--- config.mk ---
export PLATFORM = sky130hd
export DESIGN_NAME = masked_vector_fmadd_lane
export DESIGN_NICKNAME = d
export VERILOG_FILES = /design/src/rtl/mvf_pkg.sv /design/src/rtl/mvf_mul.sv /design/src/rtl/mvf_add.sv /design/src/rtl/masked_vector_fmadd_lane.sv
export SDC_FILE = /design/constraint.sdc
export NUM_CORES = 2
export LEC_CHECK = 0
export BUFFER_PORTS_ARGS = -buffer_cell sky130_fd_sc_hd__buf_2
export CORE_ASPECT_RATIO = 1.75
export CORE_MARGIN = 4
export CORE_UTILIZATION = 50
export DETAILED_ROUTE_END_ITERATION = 10
export PLACE_DENSITY = 0.74
export SLEW_MARGIN = 0
export SYNTH_ARGS = -nofsm -noshare
export SYNTH_HDL_FRONTEND = slang
export SYNTH_SLANG_ARGS = --single-unit
--- constraint.sdc ---
create_clock -name clk_i -period 18.05 [get_ports clk_i]
set_clock_uncertainty 0.1 [all_clocks]
set_input_delay 1.805 -clock clk_i [delete_from_list [all_inputs] [get_ports clk_i]]
set_output_delay 1.805 -clock clk_i [all_outputs]
set_load 0.1 [all_outputs]
--- src/rtl/mvf_pkg.sv ---
// Shared types, constants and helpers for the masked multiply-add lane.
// No dependencies.
package mvf_pkg;

  localparam int unsigned WordW = 32;
  localparam int unsigned DepthDefault = 2;
  localparam logic [31:0] DefaultNan = 32'hFFC0_0000;
  localparam logic [31:0] QuietBit = 32'h0040_0000;
  localparam logic [31:0] ExpMask = 32'h7F80_0000;

  // Special-case outcome carried from decode to pack.
  typedef struct packed {
    logic        bypass;  // result fully known, no rounding needed
    logic [31:0] value;
  } spec_t;

  // Unrounded value: sign * mag * 2^(scale), mag below 2^58.
  typedef struct packed {
    logic        sign;
    logic signed [10:0] scale;
    logic [57:0] mag;
  } raw_t;

  function automatic logic is_nan(input logic [31:0] x);
    return x[30:0] > ExpMask[30:0];
  endfunction

  function automatic logic is_inf(input logic [31:0] x);
    return x[30:0] == ExpMask[30:0];
  endfunction

  function automatic logic is_zero(input logic [31:0] x);
    return x[30:0] == 31'd0;
  endfunction

  // Leading-one position of a 58-bit value.
  function automatic logic [5:0] lead_one(input logic [57:0] m);
    logic [5:0] n;
    n = 6'd0;
    for (int i = 0; i < 58; i++) begin
      if (m[i]) n = 6'(i);
    end
    return n;
  endfunction

  // Round sign * mag * 2^s to binary32, nearest-even.
  function automatic logic [31:0] round_pack(input raw_t r);
    logic [5:0] n;
    logic signed [12:0] sh;
    logic signed [12:0] lim;
    logic signed [12:0] qe;
    logic [57:0] q;
    logic [57:0] rem;
    logic [57:0] half;
    logic signed [12:0] be;
    n = lead_one(r.mag);
    sh = 13'(n) - 13'sd23;
    lim = -13'sd149 - 13'(r.scale);
    if (lim > sh) sh = lim;
    qe = 13'(r.scale) + sh;
    q = 58'd0;
    if (sh <= 0) begin
      q = r.mag << 6'(-sh);
    end else if (sh < 58) begin
      rem = r.mag & ((58'd1 << 6'(sh)) - 58'd1);
      half = 58'd1 << 6'(sh - 1);
      q = r.mag >> 6'(sh);
      if (rem > half || (rem == half && q[0])) q = q + 58'd1;
    end
    if (q == (58'd1 << 24)) begin
      q = q >> 1;
      qe = qe + 13'sd1;
    end
    be = qe + 13'sd150;
    if (q == 58'd0) return {r.sign, 31'd0};
    if (q[23]) begin
      if (be >= 255) return {r.sign, ExpMask[30:0]};
      return {r.sign, be[7:0], q[22:0]};
    end
    return {r.sign, 8'd0, q[22:0]};
  endfunction

endpackage

--- src/rtl/mvf_mul.sv ---
// Multiply stage: decode and significand product, registered unrounded; the top level rounds it.
// Depends on mvf_pkg.
module mvf_mul import mvf_pkg::*; (
  input  logic        clk_i,
  input  logic        rst_ni,
  input  logic        en_i,
  input  logic [31:0] a_i,
  input  logic [31:0] b_i,
  output raw_t        raw_o,
  output spec_t       spec_o
);
  logic [23:0] ma, mb;
  logic [47:0] prod;
  logic signed [10:0] qa, qb;
  raw_t  raw_d;
  spec_t spec_d;
  logic  sgn;

  always_comb begin
    sgn = a_i[31] ^ b_i[31];
    ma = (a_i[30:23] == 8'd0) ? {1'b0, a_i[22:0]} : {1'b1, a_i[22:0]};
    mb = (b_i[30:23] == 8'd0) ? {1'b0, b_i[22:0]} : {1'b1, b_i[22:0]};
    qa = (a_i[30:23] == 8'd0) ? -11'sd149 : 11'($signed({3'b0, a_i[30:23]})) - 11'sd150;
    qb = (b_i[30:23] == 8'd0) ? -11'sd149 : 11'($signed({3'b0, b_i[30:23]})) - 11'sd150;
    // full 48-bit significand product
    prod = 48'(ma) * 48'(mb);
    raw_d.sign = sgn;
    raw_d.scale = qa + qb;
    raw_d.mag = {10'd0, prod};
    spec_d.bypass = 1'b1;
    priority if (is_nan(a_i)) spec_d.value = a_i | QuietBit;
    else if (is_nan(b_i)) spec_d.value = b_i | QuietBit;
    else if (is_inf(a_i)) spec_d.value = is_zero(b_i) ? DefaultNan : {sgn, ExpMask[30:0]};
    else if (is_inf(b_i)) spec_d.value = is_zero(a_i) ? DefaultNan : {sgn, ExpMask[30:0]};
    else if (is_zero(a_i) || is_zero(b_i)) spec_d.value = {sgn, 31'd0};
    else begin
      spec_d.bypass = 1'b0;
      spec_d.value = 32'd0;
    end
  end

  always_ff @(posedge clk_i) begin
    if (en_i) begin
      raw_o  <= raw_d;
      spec_o <= spec_d;
    end
  end
  logic unused_rst;
  assign unused_rst = rst_ni;
endmodule

--- src/rtl/mvf_add.sv ---
// Add stage: aligns the rounded product with the addend into an unrounded sum.
// Depends on mvf_pkg.
module mvf_add import mvf_pkg::*; (
  input  logic        clk_i,
  input  logic        en_i,
  input  logic [31:0] x_i,
  input  logic [31:0] y_i,
  output raw_t        raw_o,
  output spec_t       spec_o
);
  logic [31:0] bx, by;
  logic [23:0] mx, my;
  logic signed [10:0] qx, qy;
  logic [8:0] d;
  logic [57:0] big, sml;
  raw_t  raw_d;
  spec_t spec_d;

  always_comb begin
    if (x_i[30:0] < y_i[30:0]) begin
      bx = y_i; by = x_i;
    end else begin
      bx = x_i; by = y_i;
    end
    mx = (bx[30:23] == 8'd0) ? {1'b0, bx[22:0]} : {1'b1, bx[22:0]};
    my = (by[30:23] == 8'd0) ? {1'b0, by[22:0]} : {1'b1, by[22:0]};
    qx = (bx[30:23] == 8'd0) ? -11'sd149 : 11'($signed({3'b0, bx[30:23]})) - 11'sd150;
    qy = (by[30:23] == 8'd0) ? -11'sd149 : 11'($signed({3'b0, by[30:23]})) - 11'sd150;
    d = 9'(qx - qy);
    big = {2'd0, mx, 32'd0};
    if (d <= 9'd32) sml = {34'd0, my} << (6'd32 - 6'(d));
    else if (d - 9'd32 >= 9'd24) sml = 58'd1;
    else sml = ({34'd0, my} >> 5'(d - 9'd32)) | 58'd1;
    raw_d.sign = bx[31];
    raw_d.scale = qx - 11'sd32;
    raw_d.mag = (bx[31] ^ by[31]) ? big - sml : big + sml;
    spec_d.bypass = 1'b1;
    priority if (is_nan(x_i)) spec_d.value = x_i | QuietBit;
    else if (is_nan(y_i)) spec_d.value = y_i | QuietBit;
    else if (is_inf(x_i))
      spec_d.value = (is_inf(y_i) && (x_i[31] ^ y_i[31])) ? DefaultNan : x_i;
    else if (is_inf(y_i)) spec_d.value = y_i;
    else if (is_zero(x_i) && is_zero(y_i)) spec_d.value = x_i & y_i;
    else if (is_zero(x_i)) spec_d.value = y_i;
    else if (is_zero(y_i)) spec_d.value = x_i;
    else if (raw_d.mag == 58'd0) spec_d.value = 32'd0;
    else begin
      spec_d.bypass = 1'b0;
      spec_d.value = 32'd0;
    end
  end

  always_ff @(posedge clk_i) begin
    if (en_i) begin
      raw_o  <= raw_d;
      spec_o <= spec_d;
    end
  end
endmodule

--- src/rtl/masked_vector_fmadd_lane.sv ---
// Top level of the masked single-precision multiply-add lane.
// Depends on mvf_pkg, mvf_mul and mvf_add.
//
// One lane per transfer, a new lane every cycle unless the output stalls.
// Stages: S1 product registered, S2 product rounded, S3 aligned sum
// registered, S4 sum rounded into the output register. The rate
// is set by the single-issue pipeline; a stall holds every stage in place
// (global enable), so the input stays ready while the output register is
// empty or being taken. Unfused: the product rounds to nearest-even, then
// the sum rounds again. Masked lanes carry the merge value or +0.0.
module masked_vector_fmadd_lane import mvf_pkg::*; (
  input  logic        clk_i,
  input  logic        rst_ni,
  input  logic        in_valid_i,
  output logic        in_ready_o,
  input  logic [31:0] factor_a_i,
  input  logic [31:0] factor_b_i,
  input  logic [31:0] addend_c_i,
  input  logic [31:0] merge_value_i,
  input  logic        lane_active_i,
  input  logic        merge_enable_i,
  input  logic        last_lane_i,
  output logic        out_valid_o,
  input  logic        out_ready_i,
  output logic [31:0] lane_result_o,
  output logic        result_last_o
);
  // sideband carried along the pipe
  typedef struct packed {
    logic        active;
    logic [31:0] alt;   // value for a masked lane
    logic        last;
    logic [31:0] c;
  } side_t;

  logic [3:0] vld_q;
  logic       en;
  side_t side_d, s1_q, s2_q, s3_q;
  raw_t  mraw, araw;
  spec_t mspec, aspec;
  logic [31:0] prod_q, res_d, res_q;
  logic        last_q;

  assign en = !vld_q[3] || out_ready_i;
  assign in_ready_o = en;
  assign out_valid_o = vld_q[3];
  assign lane_result_o = res_q;
  assign result_last_o = last_q;

  assign side_d = '{active: lane_active_i,
                    alt: merge_enable_i ? merge_value_i : 32'd0,
                    last: last_lane_i, c: addend_c_i};

  always_ff @(posedge clk_i or negedge rst_ni) begin
    if (!rst_ni) begin
      vld_q <= '0;
    end else if (en) begin
      vld_q <= {vld_q[2:0], in_valid_i};
    end
  end

  mvf_mul u_mul (
    .clk_i, .rst_ni, .en_i(en), .a_i(factor_a_i), .b_i(factor_b_i),
    .raw_o(mraw), .spec_o(mspec)
  );

  always_ff @(posedge clk_i) begin
    if (en) begin
      s1_q <= side_d;
      s2_q <= s1_q;
      s3_q <= s2_q;
      prod_q <= mspec.bypass ? mspec.value : round_pack(mraw);
      res_q <= res_d;
      last_q <= s3_q.last;
    end
  end

  mvf_add u_add (
    .clk_i, .en_i(en), .x_i(prod_q), .y_i(s2_q.c),
    .raw_o(araw), .spec_o(aspec)
  );

  always_comb begin
    if (!s3_q.active) res_d = s3_q.alt;
    else if (aspec.bypass) res_d = aspec.value;
    else res_d = round_pack(araw);
  end
endmodule

==> impl_metrics.yaml, run 1 <==
clock_network:
  numCtsBuffers: 44
  root_buffer: "clkbuf_16"
  cts.path.max_buffers: 3
  post_cts_buffers: 0
  clock_sinks: 431
  htreeDepth: 2
yosys:
  synth_adder_area_share_pct: 20.43
  synth_top_area_cell: "edfxtp_1"
  synth_compound_area_share_pct: 23.43
  synthTopCellsByArea: "edfxtp_1 (16%), fa_1 (13%), ha_1 (7.9%)"
  synthSimpleGateAreaFrac_pct: 22.60
  ys.flop_type: "edfxtp_1"
  synthCells: 9919
  synth_mux_area_share_pct: 6.067
  async_reset_ff_share_pct: 0.9281
  synth-xor-area-share_pct: 3.437
  syn_avg_cell_area_um2: 7.835
  synthesis.area_um2: 77710
  yosysTopAreaCellShare_pct: 16.50
  seq_area_frac_synth_pct: 16.63
  synth_edf_count: 427
  yosysWarnings: 0
  syn_nets: 11030
  synth_top_family_by_area: "compound AO/OA/AOI/OAI gates"
  ys_types: 113
  ys_ff_latch: 431
die:
  dieHeight_um: 529.5
  ios: 170
  row_count: 191
  die_x_um: 306.0
  start_util_pct: 50.26
outcome:
  failed_stage: "global routing (5_1_grt)"
  outcome: "stopped before the end"
  error_line: "[ERROR GRT-0116] Global routing finished with congestion. Check the congestion regions in the DRC Viewer."
global_routing:
  overflow: 155
  grt_usage_pct: 64.16
  grt_max_degree: 134
  grt_pass1_vias: 95540
  grt_pass1_wl_um: 750900
place:
  hpwl_um: 347700
  io_buffers: 169
  gp_congestion: 1.380
  preCtsSetupSlack_ns: 0.06196
  place_area_um2: 82090
[synth_stat cells, types with 41 or more instances]
cell	n
nand3_1	397
and3_1	89
nor4_1	131
o2111ai_1	43
o22ai_1	67
a311oi_1	50
or3_1	57
o221ai_1	54
clkbuf_1	564
mux2_2	68
o21ai_0	443
o21a_1	69
and2_1	343
o31ai_1	70
nand2_1	1261
nand4_1	151
a21oi_1	618
xor2_1	101
o21ai_1	52
nor3_1	251
or2_2	42
o211ai_1	123
fa_1	487
a21o_1	127
a211oi_1	162
xnor2_1	204
nor2_1	706
inv_1	740
buf_2	93
a221oi_1	43
a21boi_0	41
nand2b_1	48
nor2b_1	77
a31oi_1	110
buf_1	63
a22o_1	56
o21bai_1	61
edfxtp_1	427
a22oi_1	49
mux4_2	70
mux2i_1	237
ha_1	489
[cell families after synthesis]
| kind of cell | Yosys count |
|---|---|
| AND/OR/NAND/NOR | 3679 |
| adder cells (fa/ha/maj) | 977 |
| buffers and inverters | 1484 |
| multiplexers | 375 |
| flip-flops | 431 |
| XOR/XNOR | 305 |
| AO/OA/AOI/OAI | 2668 |
[stage by stage]
| stage | hold WS [ns] | std cells |
|---|---|---|
| after floorplan | 0.3003 | 9919 |
| after global placement | 0.3009 | 11860 |
| after detailed placement | 0.3045 | 11860 |
| after CTS | 0.3087 | 11940 |
[routing by layer]
layer | overflow | track usage (%)
met5 | 0 | 10.76
met2 | 77 | 88.21
met3 | 1 | 43.07
met4 | 76 | 72.39
met1 | 1 | 58.39
[what timing repair did]
item | 4_1_cts
gates cloned | 0
hold buffers | 0
endpoints found under the setup margin | 18
hold endpoints to repair | 0
resized for setup | 1
==> inputs of run 2 (changes only) <==
--- a/config.mk
+++ b/config.mk
@@ -6,11 +6,10 @@
 export NUM_CORES = 2
 export LEC_CHECK = 0
 export BUFFER_PORTS_ARGS = -buffer_cell sky130_fd_sc_hd__buf_2
-export CORE_ASPECT_RATIO = 1.75
 export CORE_MARGIN = 4
-export CORE_UTILIZATION = 50
+export CORE_UTILIZATION = 35
 export DETAILED_ROUTE_END_ITERATION = 10
-export PLACE_DENSITY = 0.74
+export PLACE_DENSITY_LB_ADDON = 0.15
 export SLEW_MARGIN = 0
 export SYNTH_ARGS = -nofsm -noshare
 export SYNTH_HDL_FRONTEND = slang
==> run 2 against run 1 <==
  * The run now ends clean
  * Synthesized cell count is the same
  * Area after synthesis is the same
==> impl_metrics.yaml, run 2 <==
sta:
  finalCriticalPeriod_ns: 17.21
  rsz0062_at_grt: "false"
  fmax_mhz: 58.10
  setup_viol: 0
  final.period_utilization_pct: 95.36
  tns_ns: 0
  worst_pin_slew_ns: 1.455
  hold_viol_final: 0
  slew_viol_final: 0
  max-slew-margin-rel_pct: 1.980
finish:
  top_register: "u_add.raw_o"
  reg_top3: "u_add.raw_o (70), s1_q (66), s2_q (66)"
  finalNonFillerCells: 12800
  finalNetCount: 10900
  drive_above_1_share_pct: 9.785
  largest_reg_flops: 70
  area_growth_pct: 8.598
  final_cell_mix: "nand2_1 (1,260), inv_1 (736), nor2_1 (697)"
  postLayoutCellArea_um2: 84390
  final_common_cell: "nand2_1"
  final_core_util_pct: 38.30
  fillers: 23180
die:
  die_area_um2: 229600
  row_count: 172
  ios: 170
  dieHeight_um: 479.2
  die_x_um: 479.2
  core-area_um2: 220400
  start_util_pct: 35.26
yosys:
  yosysMostFrequentCell: "nand2_1"
  syn_nets: 11030
  synthCells: 9919
  ys_top_cells_by_count: "nand2_1 (1,261), inv_1 (740), nor2_1 (706)"
  ys_types: 113
  ys_ff_latch: 431
  synth_top_area_cell: "edfxtp_1"
  yosysWarnings: 0
  yosysTopAreaCellShare_pct: 16.50
  syn_avg_cell_area_um2: 7.835
  synthTopCellsByArea: "edfxtp_1 (16%), fa_1 (13%), ha_1 (7.9%)"
  async_reset_ff_share_pct: 0.9281
  synth_edf_count: 427
  seq_area_frac_synth_pct: 16.63
  ys.flop_type: "edfxtp_1"
  synthesis.area_um2: 77710
job:
  max_cap_viol_count: 0
clock_network:
  cts.path.max_buffers: 3
  path_clk_slew_ns: 0.06
  root_buffer: "clkbuf_16"
  cts_tree: "yes"
  clk_latency_ns: 0.71
  htreeDepth: 2
  cts_hold_buf: 0
  numCtsBuffers: 52
  clock_sinks: 431
setup_path:
  critPathBufInv: 9
  r2r-end: "prod_q[29]$_DFFE_PP_"
  rr_startpoint: "u_mul.raw_o[24]$_DFFE_PP_"
  cp.arrival_ns: 17.58
  critPathTopFamily: "compound AO/OA/AOI/OAI gates"
  critPathLaunchType: "flop"
  slowest_stage: "edfxtp_1"
  critPathMaxStageDelay_ns: 0.95
  r2r_slack_ns: 0.84
  ff2ff_path_depth: 65
  critPathCaptureType: "flop"
  setup.worst_path.class: "reg2reg"
  cp_max_fo: 52
  required_ns: 18.42
route:
  wl_per_cell_um: 31.67
  wirelength_um: 405300
  dr_total_vias: 82000
  drt-pass1-iter-count: 9
  ant_nets: 0
  drt_iter0_markers: 9680
  drc: 0
  vias_per_cell: 6.408
min_path:
  hp-class: "reg2reg"
  worstHoldStart: "s1_q[56]$_SDFFCE_PN0P_"
  min_delay_path_depth: 0
  holdPathEnd: "s2_q[56]$_DFFE_PP_"
place:
  gp_congestion: 1.088
  io_buffers: 169
  hpwl_um: 312300
  place_area_um2: 82440
  dp.cells: 12690
global_routing:
  overflow: 0
  grt_pass1_wl_um: 578300
  grt_pass1_vias: 79720
  grt_usage_pct: 33.90
  grt_max_degree: 146
  antenna_found_initial: 28
outcome:
  outcome: "finished clean"
[run 2: cell counts after synthesis]
No cell type changed its count.
[run 2: worst max path at each step]
| stage | startpoint | end | slack (ns) | cells past startpoint |
|---|---|---|---|---|
| global placement | u_mul.raw_o[2]$_DFFE_PP_ | prod_q[25]$_DFFE_PP_ | -0.07 | 65 |
| global route | u_mul.raw_o[2]$_DFFE_PP_ | prod_q[29]$_DFFE_PP_ | 0.02 | 68 |
| finish | u_mul.raw_o[24]$_DFFE_PP_ | prod_q[29]$_DFFE_PP_ | 0.84 | 65 |
| floorplan | u_mul.raw_o[2]$_DFFE_PP_ | prod_q[11]$_DFFE_PP_ | 1.77 | 74 |
| detailed placement | u_mul.raw_o[2]$_DFFE_PP_ | prod_q[25]$_DFFE_PP_ | 0.20 | 68 |
| CTS | u_mul.raw_o[2]$_DFFE_PP_ | prod_q[29]$_DFFE_PP_ | 0.13 | 68 |
[run 2: metrics by stage]
stage / setup WS (ns) / hold WS [ns]
after floorplan: 1.769 / 0.3003
after detailed placement: 0.2044 / 0.3045
after CTS: 0.1326 / 0.3114
after global routing: 0.01805 / 0.3199
final: 0.8371 / 0.3013
after global placement: -0.06598 / 0.3009
[run 2: repair_timing]
action	4_1_cts	5_1_grt
endpoints found under the setup margin	0	62
gates resized for setup	0	14
setup buffers	0	9
[run 2: logic make-up (layout without fill, tap and decap cells)]
kind of cell / Yosys count / count (layout) / share of synthesized area, %
simple gates: 3679 / 3679 / 22.60
mux: 375 / 375 / 6.067
fa+ha+maj: 977 / 977 / 20.43
compound gates: 2668 / 2668 / 23.43
xor+xnor: 305 / 305 / 3.437
flops: 431 / 431 / 16.63
buf+inv: 1484 / 1396 / 7.406
other cells: 0 / 8 / 0
[run 2: cell type report]
cell class | count | area (µm²) | share of cell area [%]
Inverter | 751 | 2830 | 3.354
Antenna cell | 8 | 20.02 | 0.02372
Multi-Input combinational cell | 8004 | 59330 | 70.30
Clock buffer | 58 | 1324 | 1.569
Tap cell | 2958 | 3701 | 4.385
Clock inverter | 36 | 471.7 | 0.5589
Timing Repair Buffer | 551 | 3796 | 4.498
Sequential cell | 431 | 12920 | 15.31
[run 2: routing by layer]
metal  share of wire [%]  vias up  track usage [%]  routed length (µm)
li1                    -    35700                -                   -
met1                  38    40560            41.68              155600
met2                  45     4605            53.98              182200
met3                 8.9     1118            7.468               36120
met4                 7.7       22            21.13               31180
met5               0.033        -                0                 134
Power of run 2 is left out: the tool's default activity adds up to more than one toggle a clock period on the data nets, which glitch-free logic cannot reach.
